File: src/rtl/interval_merge_table_top_defines.svh
// Assertion macros shared by the interval merge table RTL.
`ifndef INTERVAL_MERGE_TABLE_TOP_DEFINES_SVH
`define INTERVAL_MERGE_TABLE_TOP_DEFINES_SVH

// Condition that must hold at every clock edge out of reset.
`define IMT_ASSERT_ALWAYS(lbl, cond, msg) \
    lbl: assert property (@(posedge i_clk) disable iff (!i_rst_n) (cond)) else $error(msg);

// Condition in one cycle that implies another in the same cycle.
`define IMT_ASSERT_SAME(lbl, pre, post, msg) \
    lbl: assert property (@(posedge i_clk) disable iff (!i_rst_n) (pre) |-> (post)) \
        else $error(msg);

// Condition in one cycle that implies another in the next cycle.
`define IMT_ASSERT_NEXT(lbl, pre, post, msg) \
    lbl: assert property (@(posedge i_clk) disable iff (!i_rst_n) (pre) |=> (post)) \
        else $error(msg);

`endif

File: src/rtl/imt_pkg.sv
// Shared constants and types of the interval merge table.
package imt_pkg;

    // Table geometry
    localparam int TABLE_DEPTH = 16;
    localparam int IDX_W       = $clog2(TABLE_DEPTH);
    localparam int CNT_W       = $clog2(TABLE_DEPTH + 1);
    localparam int RAM_AW      = IDX_W + 1;
    localparam int RAM_DEPTH   = 2 * TABLE_DEPTH;

    // Field widths
    localparam int ADDR_W      = 64;
    localparam int ENTRY_W     = 2 * ADDR_W;
    localparam int USED_W      = 5;
    localparam int MODE_W      = 2;
    localparam int STAT_W      = 2;
    localparam int IN_TDATA_W  = 128;
    localparam int OUT_TDATA_W = 136;
    localparam int OUT_PAD_W   = OUT_TDATA_W - USED_W - 2 * ADDR_W;

    // Item modes
    localparam logic [MODE_W-1:0] MODE_INSERT = 2'd0;
    localparam logic [MODE_W-1:0] MODE_READ   = 2'd1;
    localparam logic [MODE_W-1:0] MODE_CLEAR  = 2'd2;

    // Result status codes
    localparam logic [STAT_W-1:0] STAT_OK    = 2'd0;
    localparam logic [STAT_W-1:0] STAT_FULL  = 2'd1;
    localparam logic [STAT_W-1:0] STAT_OVF   = 2'd2;
    localparam logic [STAT_W-1:0] STAT_EMPTY = 2'd3;

    // Compare flags from the merge unit
    typedef struct packed {
        logic touch;   // entry overlaps or abuts the working range
        logic ent_lt;  // entry start lies below the working start
    } t_merge_res;

endpackage

File: src/rtl/imt_ram.sv
// Generic simple dual-port RAM with registered read.
module imt_ram #(
    parameter int WIDTH = 128,
    parameter int DEPTH = 32
) (
    input  logic                     i_clk,
    input  logic                     i_rd_en,
    input  logic [$clog2(DEPTH)-1:0] i_rd_addr,
    output logic [WIDTH-1:0]         o_rd_data,
    input  logic                     i_wr_en,
    input  logic [$clog2(DEPTH)-1:0] i_wr_addr,
    input  logic [WIDTH-1:0]         i_wr_data
);

    logic [WIDTH-1:0] r_mem [DEPTH];
    logic [WIDTH-1:0] r_rd_data;

    // Write port
    always_ff @(posedge i_clk) begin
        if (i_wr_en) begin
            r_mem[i_wr_addr] <= i_wr_data;
        end
    end

    // Read port, holds its data until the next read
    always_ff @(posedge i_clk) begin
        if (i_rd_en) begin
            r_rd_data <= r_mem[i_rd_addr];
        end
    end

    assign o_rd_data = r_rd_data;

endmodule

File: src/rtl/imt_merge_unit.sv
// Shared compare and merge unit: one stored entry against the working range.
module imt_merge_unit
    import imt_pkg::*;
(
    input  logic [ADDR_W-1:0] i_cur_s,
    input  logic [ADDR_W-1:0] i_cur_e,
    input  logic [ADDR_W-1:0] i_ent_s,
    input  logic [ADDR_W-1:0] i_ent_e,
    output t_merge_res        o_res,
    output logic [ADDR_W-1:0] o_mrg_s,
    output logic [ADDR_W-1:0] o_mrg_e
);

    logic ent_lt;
    logic ent_gt;

    // Compare bounds; touching counts as overlap
    assign ent_lt       = i_ent_s < i_cur_s;
    assign ent_gt       = i_ent_e > i_cur_e;
    assign o_res.touch  = (i_ent_s <= i_cur_e) && (i_ent_e >= i_cur_s);
    assign o_res.ent_lt = ent_lt;

    // Widen the working range to cover the entry
    assign o_mrg_s = ent_lt ? i_ent_s : i_cur_s;
    assign o_mrg_e = ent_gt ? i_ent_e : i_cur_e;

endmodule

File: src/rtl/interval_merge_table_top.sv
// Interval merge table top level: stream ports, sequencer and result register.
//
// The block keeps up to TABLE_DEPTH disjoint ranges sorted by start in a
// two-bank RAM and takes one item at a time (o_s_tready is high only while
// the sequencer is idle). An insert runs two scans: a first scan reads every
// entry once to find the merged range, a second scan copies the kept entries
// and the merged one in order into the other bank, and each entry read takes
// a read state and an evaluate state because the RAM read is registered. An
// insert dropped for a full table runs only the first scan, and one with zero
// length or end overflow runs neither. A readout gives one result per stored
// range. A stalled result side holds the sequencer in its readout and result
// states. All compares go through one shared merge unit. The result register
// lets the next item enter while a result waits for o_m_tready.
`include "interval_merge_table_top_defines.svh"

module interval_merge_table_top
    import imt_pkg::*;
(
    input  logic                   i_clk,
    input  logic                   i_rst_n,
    // tdata: range_start [63:0], range_length [127:64]
    input  logic [IN_TDATA_W-1:0]  i_s_tdata,
    // tuser: mode [1:0]
    input  logic [MODE_W-1:0]      i_s_tuser,
    input  logic                   i_s_tvalid,
    output logic                   o_s_tready,
    // tdata: out_start [63:0], out_length [127:64], used_entries [132:128], zeros
    output logic [OUT_TDATA_W-1:0] o_m_tdata,
    // tuser: status [1:0]
    output logic [STAT_W-1:0]      o_m_tuser,
    output logic                   o_m_tlast,
    output logic                   o_m_tvalid,
    input  logic                   i_m_tready
);

    typedef enum logic [3:0] {
        ST_IDLE,
        ST_P1_RD,
        ST_P1_EV,
        ST_DECIDE,
        ST_P2_RD,
        ST_P2_EV,
        ST_FINISH,
        ST_RO_RD,
        ST_RO_EV,
        ST_EMIT
    } t_state;

    t_state r_state, n_state;

    logic              r_bank, n_bank;
    logic [CNT_W-1:0]  r_count, n_count;
    logic [CNT_W-1:0]  r_i, n_i;
    logic [CNT_W-1:0]  r_w, n_w;
    logic [ADDR_W-1:0] r_cur_s, n_cur_s;
    logic [ADDR_W-1:0] r_cur_e, n_cur_e;
    logic              r_absorbed, n_absorbed;
    logic              r_inserted, n_inserted;
    logic [STAT_W-1:0] r_st, n_st;

    logic              r_o_valid, n_o_valid;
    logic [STAT_W-1:0] r_o_st, n_o_st;
    logic [ADDR_W-1:0] r_o_start, n_o_start;
    logic [ADDR_W-1:0] r_o_len, n_o_len;
    logic              r_o_last, n_o_last;
    logic [USED_W-1:0] r_o_used, n_o_used;

    logic              rd_en;
    logic [RAM_AW-1:0] rd_addr;
    logic [ENTRY_W-1:0] rd_data;
    logic              wr_en;
    logic [RAM_AW-1:0] wr_addr;
    logic [ENTRY_W-1:0] wr_data;

    logic [ADDR_W-1:0] in_start;
    logic [ADDR_W-1:0] in_len;
    logic [ADDR_W:0]   in_sum;
    logic [ADDR_W-1:0] ent_s;
    logic [ADDR_W-1:0] ent_e;
    t_merge_res        mres;
    logic [ADDR_W-1:0] mrg_s;
    logic [ADDR_W-1:0] mrg_e;
    logic              out_free;
    logic              ro_last;

    // Unpack the input item and the RAM entry
    assign in_start = i_s_tdata[ADDR_W-1:0];
    assign in_len   = i_s_tdata[2*ADDR_W-1:ADDR_W];
    assign in_sum   = {1'b0, in_start} + {1'b0, in_len};
    assign ent_s    = rd_data[ADDR_W-1:0];
    assign ent_e    = rd_data[ENTRY_W-1:ADDR_W];

    assign o_s_tready = (r_state == ST_IDLE);
    assign out_free   = !r_o_valid || i_m_tready;
    assign ro_last    = (r_i + CNT_W'(1)) == r_count;

    imt_ram #(
        .WIDTH (ENTRY_W),
        .DEPTH (RAM_DEPTH)
    ) u_ram (
        .i_clk     (i_clk),
        .i_rd_en   (rd_en),
        .i_rd_addr (rd_addr),
        .o_rd_data (rd_data),
        .i_wr_en   (wr_en),
        .i_wr_addr (wr_addr),
        .i_wr_data (wr_data)
    );

    imt_merge_unit u_merge (
        .i_cur_s (r_cur_s),
        .i_cur_e (r_cur_e),
        .i_ent_s (ent_s),
        .i_ent_e (ent_e),
        .o_res   (mres),
        .o_mrg_s (mrg_s),
        .o_mrg_e (mrg_e)
    );

    // Sequencer next state
    always_comb begin
        n_state    = r_state;
        n_bank     = r_bank;
        n_count    = r_count;
        n_i        = r_i;
        n_w        = r_w;
        n_cur_s    = r_cur_s;
        n_cur_e    = r_cur_e;
        n_absorbed = r_absorbed;
        n_inserted = r_inserted;
        n_st       = r_st;
        n_o_valid  = r_o_valid;
        n_o_st     = r_o_st;
        n_o_start  = r_o_start;
        n_o_len    = r_o_len;
        n_o_last   = r_o_last;
        n_o_used   = r_o_used;
        rd_en      = 1'b0;
        rd_addr    = {r_bank, r_i[IDX_W-1:0]};
        wr_en      = 1'b0;
        wr_addr    = {~r_bank, r_w[IDX_W-1:0]};
        wr_data    = {r_cur_e, r_cur_s};

        // Retire the result on a transfer
        if (r_o_valid && i_m_tready) begin
            n_o_valid = 1'b0;
        end

        unique case (r_state)
            ST_IDLE: begin
                if (i_s_tvalid) begin
                    case (i_s_tuser)
                        MODE_INSERT: begin
                            n_cur_s    = in_start;
                            n_cur_e    = in_sum[ADDR_W-1:0];
                            n_i        = '0;
                            n_absorbed = 1'b0;
                            if (in_len == '0) begin
                                n_st    = STAT_OK;
                                n_state = ST_EMIT;
                            end else if (in_sum[ADDR_W]) begin
                                n_st    = STAT_OVF;
                                n_state = ST_EMIT;
                            end else begin
                                n_state = ST_P1_RD;
                            end
                        end
                        MODE_READ: begin
                            n_i = '0;
                            if (r_count == '0) begin
                                n_st    = STAT_EMPTY;
                                n_state = ST_EMIT;
                            end else begin
                                n_state = ST_RO_RD;
                            end
                        end
                        MODE_CLEAR: begin
                            n_count = '0;
                            n_st    = STAT_OK;
                            n_state = ST_EMIT;
                        end
                        default: begin
                            n_st    = STAT_OK;
                            n_state = ST_EMIT;
                        end
                    endcase
                end
            end
            // First scan: grow the working range over every touching entry
            ST_P1_RD: begin
                if (r_i < r_count) begin
                    rd_en   = 1'b1;
                    n_state = ST_P1_EV;
                end else begin
                    n_state = ST_DECIDE;
                end
            end
            ST_P1_EV: begin
                if (mres.touch) begin
                    n_cur_s    = mrg_s;
                    n_cur_e    = mrg_e;
                    n_absorbed = 1'b1;
                end
                n_i     = r_i + CNT_W'(1);
                n_state = ST_P1_RD;
            end
            ST_DECIDE: begin
                if (!r_absorbed && (r_count >= CNT_W'(TABLE_DEPTH))) begin
                    n_st    = STAT_FULL;
                    n_state = ST_EMIT;
                end else begin
                    n_i        = '0;
                    n_w        = '0;
                    n_inserted = 1'b0;
                    n_state    = ST_P2_RD;
                end
            end
            // Second scan: copy kept entries and the merged one into the other bank
            ST_P2_RD: begin
                if (r_i < r_count) begin
                    rd_en   = 1'b1;
                    n_state = ST_P2_EV;
                end else begin
                    if (!r_inserted) begin
                        wr_en = 1'b1;
                        n_w   = r_w + CNT_W'(1);
                    end
                    n_state = ST_FINISH;
                end
            end
            ST_P2_EV: begin
                if (mres.touch) begin
                    // drop an absorbed entry
                    n_i     = r_i + CNT_W'(1);
                    n_state = ST_P2_RD;
                end else if (!r_inserted && !mres.ent_lt) begin
                    // place the merged range first, keep the read data
                    wr_en      = 1'b1;
                    n_w        = r_w + CNT_W'(1);
                    n_inserted = 1'b1;
                end else begin
                    wr_en   = 1'b1;
                    wr_data = rd_data;
                    n_w     = r_w + CNT_W'(1);
                    n_i     = r_i + CNT_W'(1);
                    n_state = ST_P2_RD;
                end
            end
            ST_FINISH: begin
                n_bank  = ~r_bank;
                n_count = r_w;
                n_st    = STAT_OK;
                n_state = ST_EMIT;
            end
            // Readout: one result per stored range
            ST_RO_RD: begin
                rd_en   = 1'b1;
                n_state = ST_RO_EV;
            end
            ST_RO_EV: begin
                if (out_free) begin
                    n_o_valid = 1'b1;
                    n_o_st    = STAT_OK;
                    n_o_start = ent_s;
                    n_o_len   = ent_e - ent_s;
                    n_o_last  = ro_last;
                    n_o_used  = USED_W'(r_count);
                    n_i       = r_i + CNT_W'(1);
                    n_state   = ro_last ? ST_IDLE : ST_RO_RD;
                end
            end
            ST_EMIT: begin
                if (out_free) begin
                    n_o_valid = 1'b1;
                    n_o_st    = r_st;
                    n_o_start = '0;
                    n_o_len   = '0;
                    n_o_last  = 1'b1;
                    n_o_used  = USED_W'(r_count);
                    n_state   = ST_IDLE;
                end
            end
            default: begin
                n_state = ST_IDLE;
            end
        endcase
    end

    // Hold state and the result register
    always_ff @(posedge i_clk) begin
        if (!i_rst_n) begin
            r_state   <= ST_IDLE;
            r_bank    <= 1'b0;
            r_count   <= '0;
            r_o_valid <= 1'b0;
        end else begin
            r_state   <= n_state;
            r_bank    <= n_bank;
            r_count   <= n_count;
            r_o_valid <= n_o_valid;
        end
        r_i        <= n_i;
        r_w        <= n_w;
        r_cur_s    <= n_cur_s;
        r_cur_e    <= n_cur_e;
        r_absorbed <= n_absorbed;
        r_inserted <= n_inserted;
        r_st       <= n_st;
        r_o_st     <= n_o_st;
        r_o_start  <= n_o_start;
        r_o_len    <= n_o_len;
        r_o_last   <= n_o_last;
        r_o_used   <= n_o_used;
    end

    // Drive the master side
    assign o_m_tvalid = r_o_valid;
    assign o_m_tuser  = r_o_st;
    assign o_m_tlast  = r_o_last;
    assign o_m_tdata  = {{OUT_PAD_W{1'b0}}, r_o_used, r_o_len, r_o_start};

    // Checks on the sequencer
    `IMT_ASSERT_ALWAYS(a_count_bound, r_count <= CNT_W'(TABLE_DEPTH),
                       "entry count exceeds depth")
    `IMT_ASSERT_NEXT(a_busy_after_accept, i_s_tvalid && o_s_tready, !o_s_tready,
                     "ready after accept")
    `IMT_ASSERT_SAME(a_copy_ptr,
                     (r_state == ST_P2_RD || r_state == ST_P2_EV) && r_i < r_count,
                     r_w <= r_i + CNT_W'(1), "copy pointer ran ahead")
    `IMT_ASSERT_SAME(a_empty_zero, o_m_tvalid && o_m_tuser == STAT_EMPTY,
                     o_m_tdata[2*ADDR_W-1:0] == '0 && o_m_tlast,
                     "empty readout carries data")

endmodule
File: config.mk
export PLATFORM = sky130hd
export DESIGN_NAME = interval_merge_table_top
export DESIGN_NICKNAME = d
export VERILOG_FILES = /design/src/rtl/imt_pkg.sv /design/src/rtl/imt_ram.sv /design/src/rtl/imt_merge_unit.sv /design/src/rtl/interval_merge_table_top.sv
export VERILOG_INCLUDE_DIRS = /design/src /design/src/rtl
export SDC_FILE = /design/constraint.sdc
export NUM_CORES = 2
export LEC_CHECK = 0
export ABC_AREA = 0
export BUFFER_PORTS_ARGS = -buffer_cell sky130_fd_sc_hd__buf_2
export CORE_MARGIN = 3
export CORE_UTILIZATION = 26
export CTS_CLUSTER_SIZE = 20
export DETAILED_ROUTE_END_ITERATION = 8
export PLACE_DENSITY = 0.48
export SLEW_MARGIN = 5
export SYNTH_ARGS = -nofsm -noshare
export SYNTH_HDL_FRONTEND = slang
export SYNTH_SLANG_ARGS = --single-unit
File: constraint.sdc
create_clock -name i_clk -period 13.3 [get_ports i_clk]
set_clock_uncertainty 0.1 [all_clocks]
set_input_delay 0.665 -clock i_clk [delete_from_list [all_inputs] [get_ports i_clk]]
set_output_delay 0.665 -clock i_clk [all_outputs]
set_load 0.03 [all_outputs]
==> results.yml <==
route:
  wl_um: 638900
  routed-via-count: 101755
  drt-vias-per-instance: 4.977
  detail_route.wl_per_cell_um: 31.25
  drc_errors: 0
  detailed_router_s_first_iteration_violation_count: 12144
  drtPass1Iterations: 6
  antenna_violating_nets_post_route: 0
setup_path:
  worstPathBufferInverterCount: 5
  path_class: "reg -> reg"
  crit_family: "buffers and inverters"
  cp-end-kind: "register"
  timing.critical_path.mode_cell: "sky130_fd_sc_hd__buf_4"
  worst-path-max-fanout: 39
  worst_setup_path_start_kind: "register"
  cpPeakStageDelay_ns: 0.96
  critical_path.cell_chain: "ha_1, a21o_1, nand3_1, a211oi_1, a2111oi_0, buf_4, a21oi_1, a2111oi_2, a22oi_2, buf_4, o21ai_1, nand2_1, nor2_4, buf_4, buf_4, buf_4"
  worstPathArrival_ns: 8.52
  cp_data_required_time_ns: 13.90
  worst_path_max_delay_cell: "sky130_fd_sc_hd__a2111oi_2"
placement:
  portBuffers: 271
  gp_congestion: 0.8869
  place.detailed.hpwl_um: 383300
  detailedPlace.worstSlack_ns: 5.019
power_and_ir_drop:
  max-vdd-ir-drop_uv: 147.0
  pwr-share-seq_pct: 38.3
  internal_power_w: 0.02986
  p_clk_share_pct: 28.1
  power.static_leakage_nw: 69.12
  combPwrFrac_pct: 33.6
  p_switching_w: 0.01593
  power_switching_share_pct: 34.79
  power_density_relative_to_cell_area_nw_per_um2: 211.4
floorplanning:
  pin_count: 275
  die_height_um: 852.7
  coreArea_um2: 713700
  die_area_um2: 727000
  floorplan.rows: 310
  start_util_pct: 26.12
  die_width_um: 852.7
timing:
  setup_repair_after_global_routing_missed_its_margin: "no"
  final.setup.worst_slack_ns: 5.376
  fmax_ghz: 0.1262
  slew-limit-headroom_pct: 3.078
  maxSlewViolCount: 0
  worst_pin_slew_ns: 1.439
  period_needed_ns: 7.924
  final_critical_path_share_of_the_clock_period_pct: 59.58
  hold_violations: 0
  finalSetupTns_ns: 0
  final_setup_viols: 0
min_path:
  path_type_of_the_worst_min_delay_path: "in -> reg"
synth:
  synthCells: 9921
  netlist_top_cells_area: "sky130_fd_sc_hd__edfxtp_1 (73%), sky130_fd_sc_hd__mux4_2 (12%), sky130_fd_sc_hd__ha_1 (2.6%), sky130_fd_sc_hd__mux2i_1 (1.8%), sky130_fd_sc_hd__a21oi_1 (1.0%)"
  synth-warning-count: 0
  synth_seq_cells: 4513
  syn_avg_cell_area_um2: 18.79
  post_synth_top_area_share_pct: 72.53
  ys_seq_area_share_pct: 72.65
  post-synth-top-area-cell: "sky130_fd_sc_hd__edfxtp_1"
  synth_edf_count: 4502
  synth_area_um2: 186400
  synthFlopType: "sky130_fd_sc_hd__edfxtp_1"
  yosysUniqueCellTypes: 99
  synthArstFlopShare_pct: 0
clock_tree:
  post-cts-setup-buffer-count: 0
  clk_path_buf_depth: 4
  num_cts_buffers: 460
  tritoncts: "yes"
  clk_lat_worst_skew_ns: 1.12
  cts_hold_buf: 57
  cts_sinks: 4513
  cts-htree-levels: 5
  clk_transition_reported_paths_ns: 0.06
  cts.root.buffer_cell: "sky130_fd_sc_hd__clkbuf_16"
  ctsResizeCount: 0
global_routing:
  globalRouteTotalUtil_pct: 16.97
  grt_pass1_wl_um: 869100
  grt_antenna_before_repair: 63
  first_global_vias: 100590
  maximum_number_of_pins_on_one_net_before_global_route_repair: 105
  grt_overflow: 0
run:
  cap_violations: 0
finish:
  num-fill-cells: 69746
  num-nets-final: 11045
  area_occupied_by_multi_input_gates_um2: 48890
  syn_to_final_growth_pct: 16.24
  post_route_cells_drive_above_1_share_pct: 23.48
  seqCellArea_um2: 135400
status:
  run_status: "complete, no violations"
-- area by class of cell --
class / count / area share, %
clock inverter: 282 / 1.272
multi-input combinational: 4659 / 22.57
timing repair buffer: 640 / 2.173
inverter: 243 / 0.4210
antenna: 29 / 0.03350
tap: 9516 / 5.496
sequential: 4513 / 62.50
clock buffer: 561 / 5.536
-- power by group through the flow --
stage          Sequential, W  Clock [W]  Combinational [W]
2_1_floorplan         0.0182          0            0.00899
3_3_place_gp          0.0178          0             0.0155
3_5_place_dp          0.0178          0             0.0154
4_1_cts               0.0175     0.0132             0.0155
5_1_grt               0.0176     0.0137             0.0163
6_report              0.0175     0.0129             0.0154
-- worst register-to-register path, cell delays in order, from the launching register on --
cell and delay, ns:
sky130_fd_sc_hd__edfxtp_1 0.50, sky130_fd_sc_hd__ha_1 0.35, sky130_fd_sc_hd__a21o_1 0.17, sky130_fd_sc_hd__nand3_1 0.08
sky130_fd_sc_hd__a211oi_1 0.13, sky130_fd_sc_hd__a2111oi_0 0.50, sky130_fd_sc_hd__buf_4 0.22, sky130_fd_sc_hd__a21oi_1 0.36
sky130_fd_sc_hd__a2111oi_2 0.98, sky130_fd_sc_hd__a22oi_2 0.19, sky130_fd_sc_hd__buf_4 0.24, sky130_fd_sc_hd__o21ai_1 0.27
sky130_fd_sc_hd__nand2_1 0.50, sky130_fd_sc_hd__nor2_4 0.67, sky130_fd_sc_hd__buf_4 0.77, sky130_fd_sc_hd__buf_4 0.85
sky130_fd_sc_hd__buf_4 0.70
-- sequential cells by signal (all words and copies together) (netlist names), 4 cells and up --
| register | flops |
|---|---|
| r_o_start | 64 |
| r_cur_e | 64 |
| u_ram.o_rd_data | 128 |
| r_o_used | 5 |
| r_state | 4 |
| r_count | 5 |
| r_cur_s | 64 |
| r_o_len | 64 |
| u_ram.r_mem | 4096 |
| r_w | 5 |
| r_i | 5 |
-- cell families (layout without fill, tap and decap cells) --
kind of cell | count (synthesis) | in the layout | synth area share [%]
XOR/XNOR | 114 | 114 | 0.5357
multiplexers | 1478 | 1478 | 14.66
adder cells (fa/ha/maj) | 394 | 394 | 2.653
buffers and inverters | 751 | 1726 | 1.597
other | 1 | 32 | 0.002012
flip-flops | 4513 | 4513 | 72.65
AND/OR/NAND/NOR | 1245 | 1245 | 3.118
AO/OA/AOI/OAI | 1425 | 1425 | 4.779
-- layer usage --
layer | share of wire, % | GRT usage [%] | wire length [um]
met1 | 43 | 23.63 | 275400
met2 | 47 | 27.42 | 299300
met3 | 7.4 | 3.186 | 47020
met4 | 2.7 | 4.130 | 16990
met5 | 0.026 | 0 | 166
-- layout by cell type, fill, tap and decap left out, types with 77 or more instances in the layout --
cell type and instances:
sky130_fd_sc_hd__mux2i_1 327, sky130_fd_sc_hd__edfxtp_1 4502, sky130_fd_sc_hd__clkbuf_1 93, sky130_fd_sc_hd__clkbuf_16 462, sky130_fd_sc_hd__ha_1 392, sky130_fd_sc_hd__buf_2 271
sky130_fd_sc_hd__nand3_1 175, sky130_fd_sc_hd__nand2_1 401, sky130_fd_sc_hd__inv_1 241, sky130_fd_sc_hd__clkinv_2 81, sky130_fd_sc_hd__nor2_1 283, sky130_fd_sc_hd__clkinv_1 113
sky130_fd_sc_hd__o221ai_1 126, sky130_fd_sc_hd__mux4_2 985, sky130_fd_sc_hd__a21oi_1 384, sky130_fd_sc_hd__mux2_2 163, sky130_fd_sc_hd__a21o_1 118, sky130_fd_sc_hd__o21ai_0 287
sky130_fd_sc_hd__buf_4 277, sky130_fd_sc_hd__o21ai_1 77
-- cell usage after synthesis (76+ instances only) --
cell type	count
sky130_fd_sc_hd__mux2i_1	327
sky130_fd_sc_hd__nand4_1	76
sky130_fd_sc_hd__ha_1	392
sky130_fd_sc_hd__buf_1	101
sky130_fd_sc_hd__mux2_2	163
sky130_fd_sc_hd__o21ai_1	169
sky130_fd_sc_hd__o221ai_1	127
sky130_fd_sc_hd__o21ai_0	287
sky130_fd_sc_hd__nand2_1	404
sky130_fd_sc_hd__a21oi_1	386
sky130_fd_sc_hd__a21o_1	118
sky130_fd_sc_hd__inv_1	241
sky130_fd_sc_hd__nand3_1	175
sky130_fd_sc_hd__nor2_1	317
sky130_fd_sc_hd__clkbuf_1	291
sky130_fd_sc_hd__mux4_2	985
sky130_fd_sc_hd__edfxtp_1	4502
sky130_fd_sc_hd__buf_2	111
-- per-stage QoR --
stage / utilization [%] / cells / total power [W] / hold slack (ns) / cell area, um^2
CTS: 30.33 / 20414 / 0.04621 / 0.002397 / 216500
global placement: 28.18 / 19514 / 0.03333 / 0.4120 / 201100
floorplan: - / 9923 / 0.02718 / 0.3310 / 186400
global route: 30.35 / 20421 / 0.04757 / 0.05896 / 216600
detailed placement: 28.19 / 19514 / 0.03326 / 0.4161 / 201200
finish: 30.36 / 20443 / 0.04580 / 0.07518 / 216600
-- worst paths after layout --
kind	from	end	slack [ns]	cells past startpoint
setup / recovery	u_ram.o_rd_data[85]$_DFFE_PP_	u_ram.r_mem[17][117]$_DFFE_PP_	5.38	16
hold / removal	i_s_tdata[32]	r_cur_s[32]$_DFFE_PP_	0.08	3
setup reg to reg	u_ram.o_rd_data[85]$_DFFE_PP_	u_ram.r_mem[17][117]$_DFFE_PP_	5.38	16
hold reg to reg	r_count[3]$_SDFFE_PN0P_	r_o_used[3]$_DFFE_PP_	0.45	0
(Power assumes the default switching activity.)
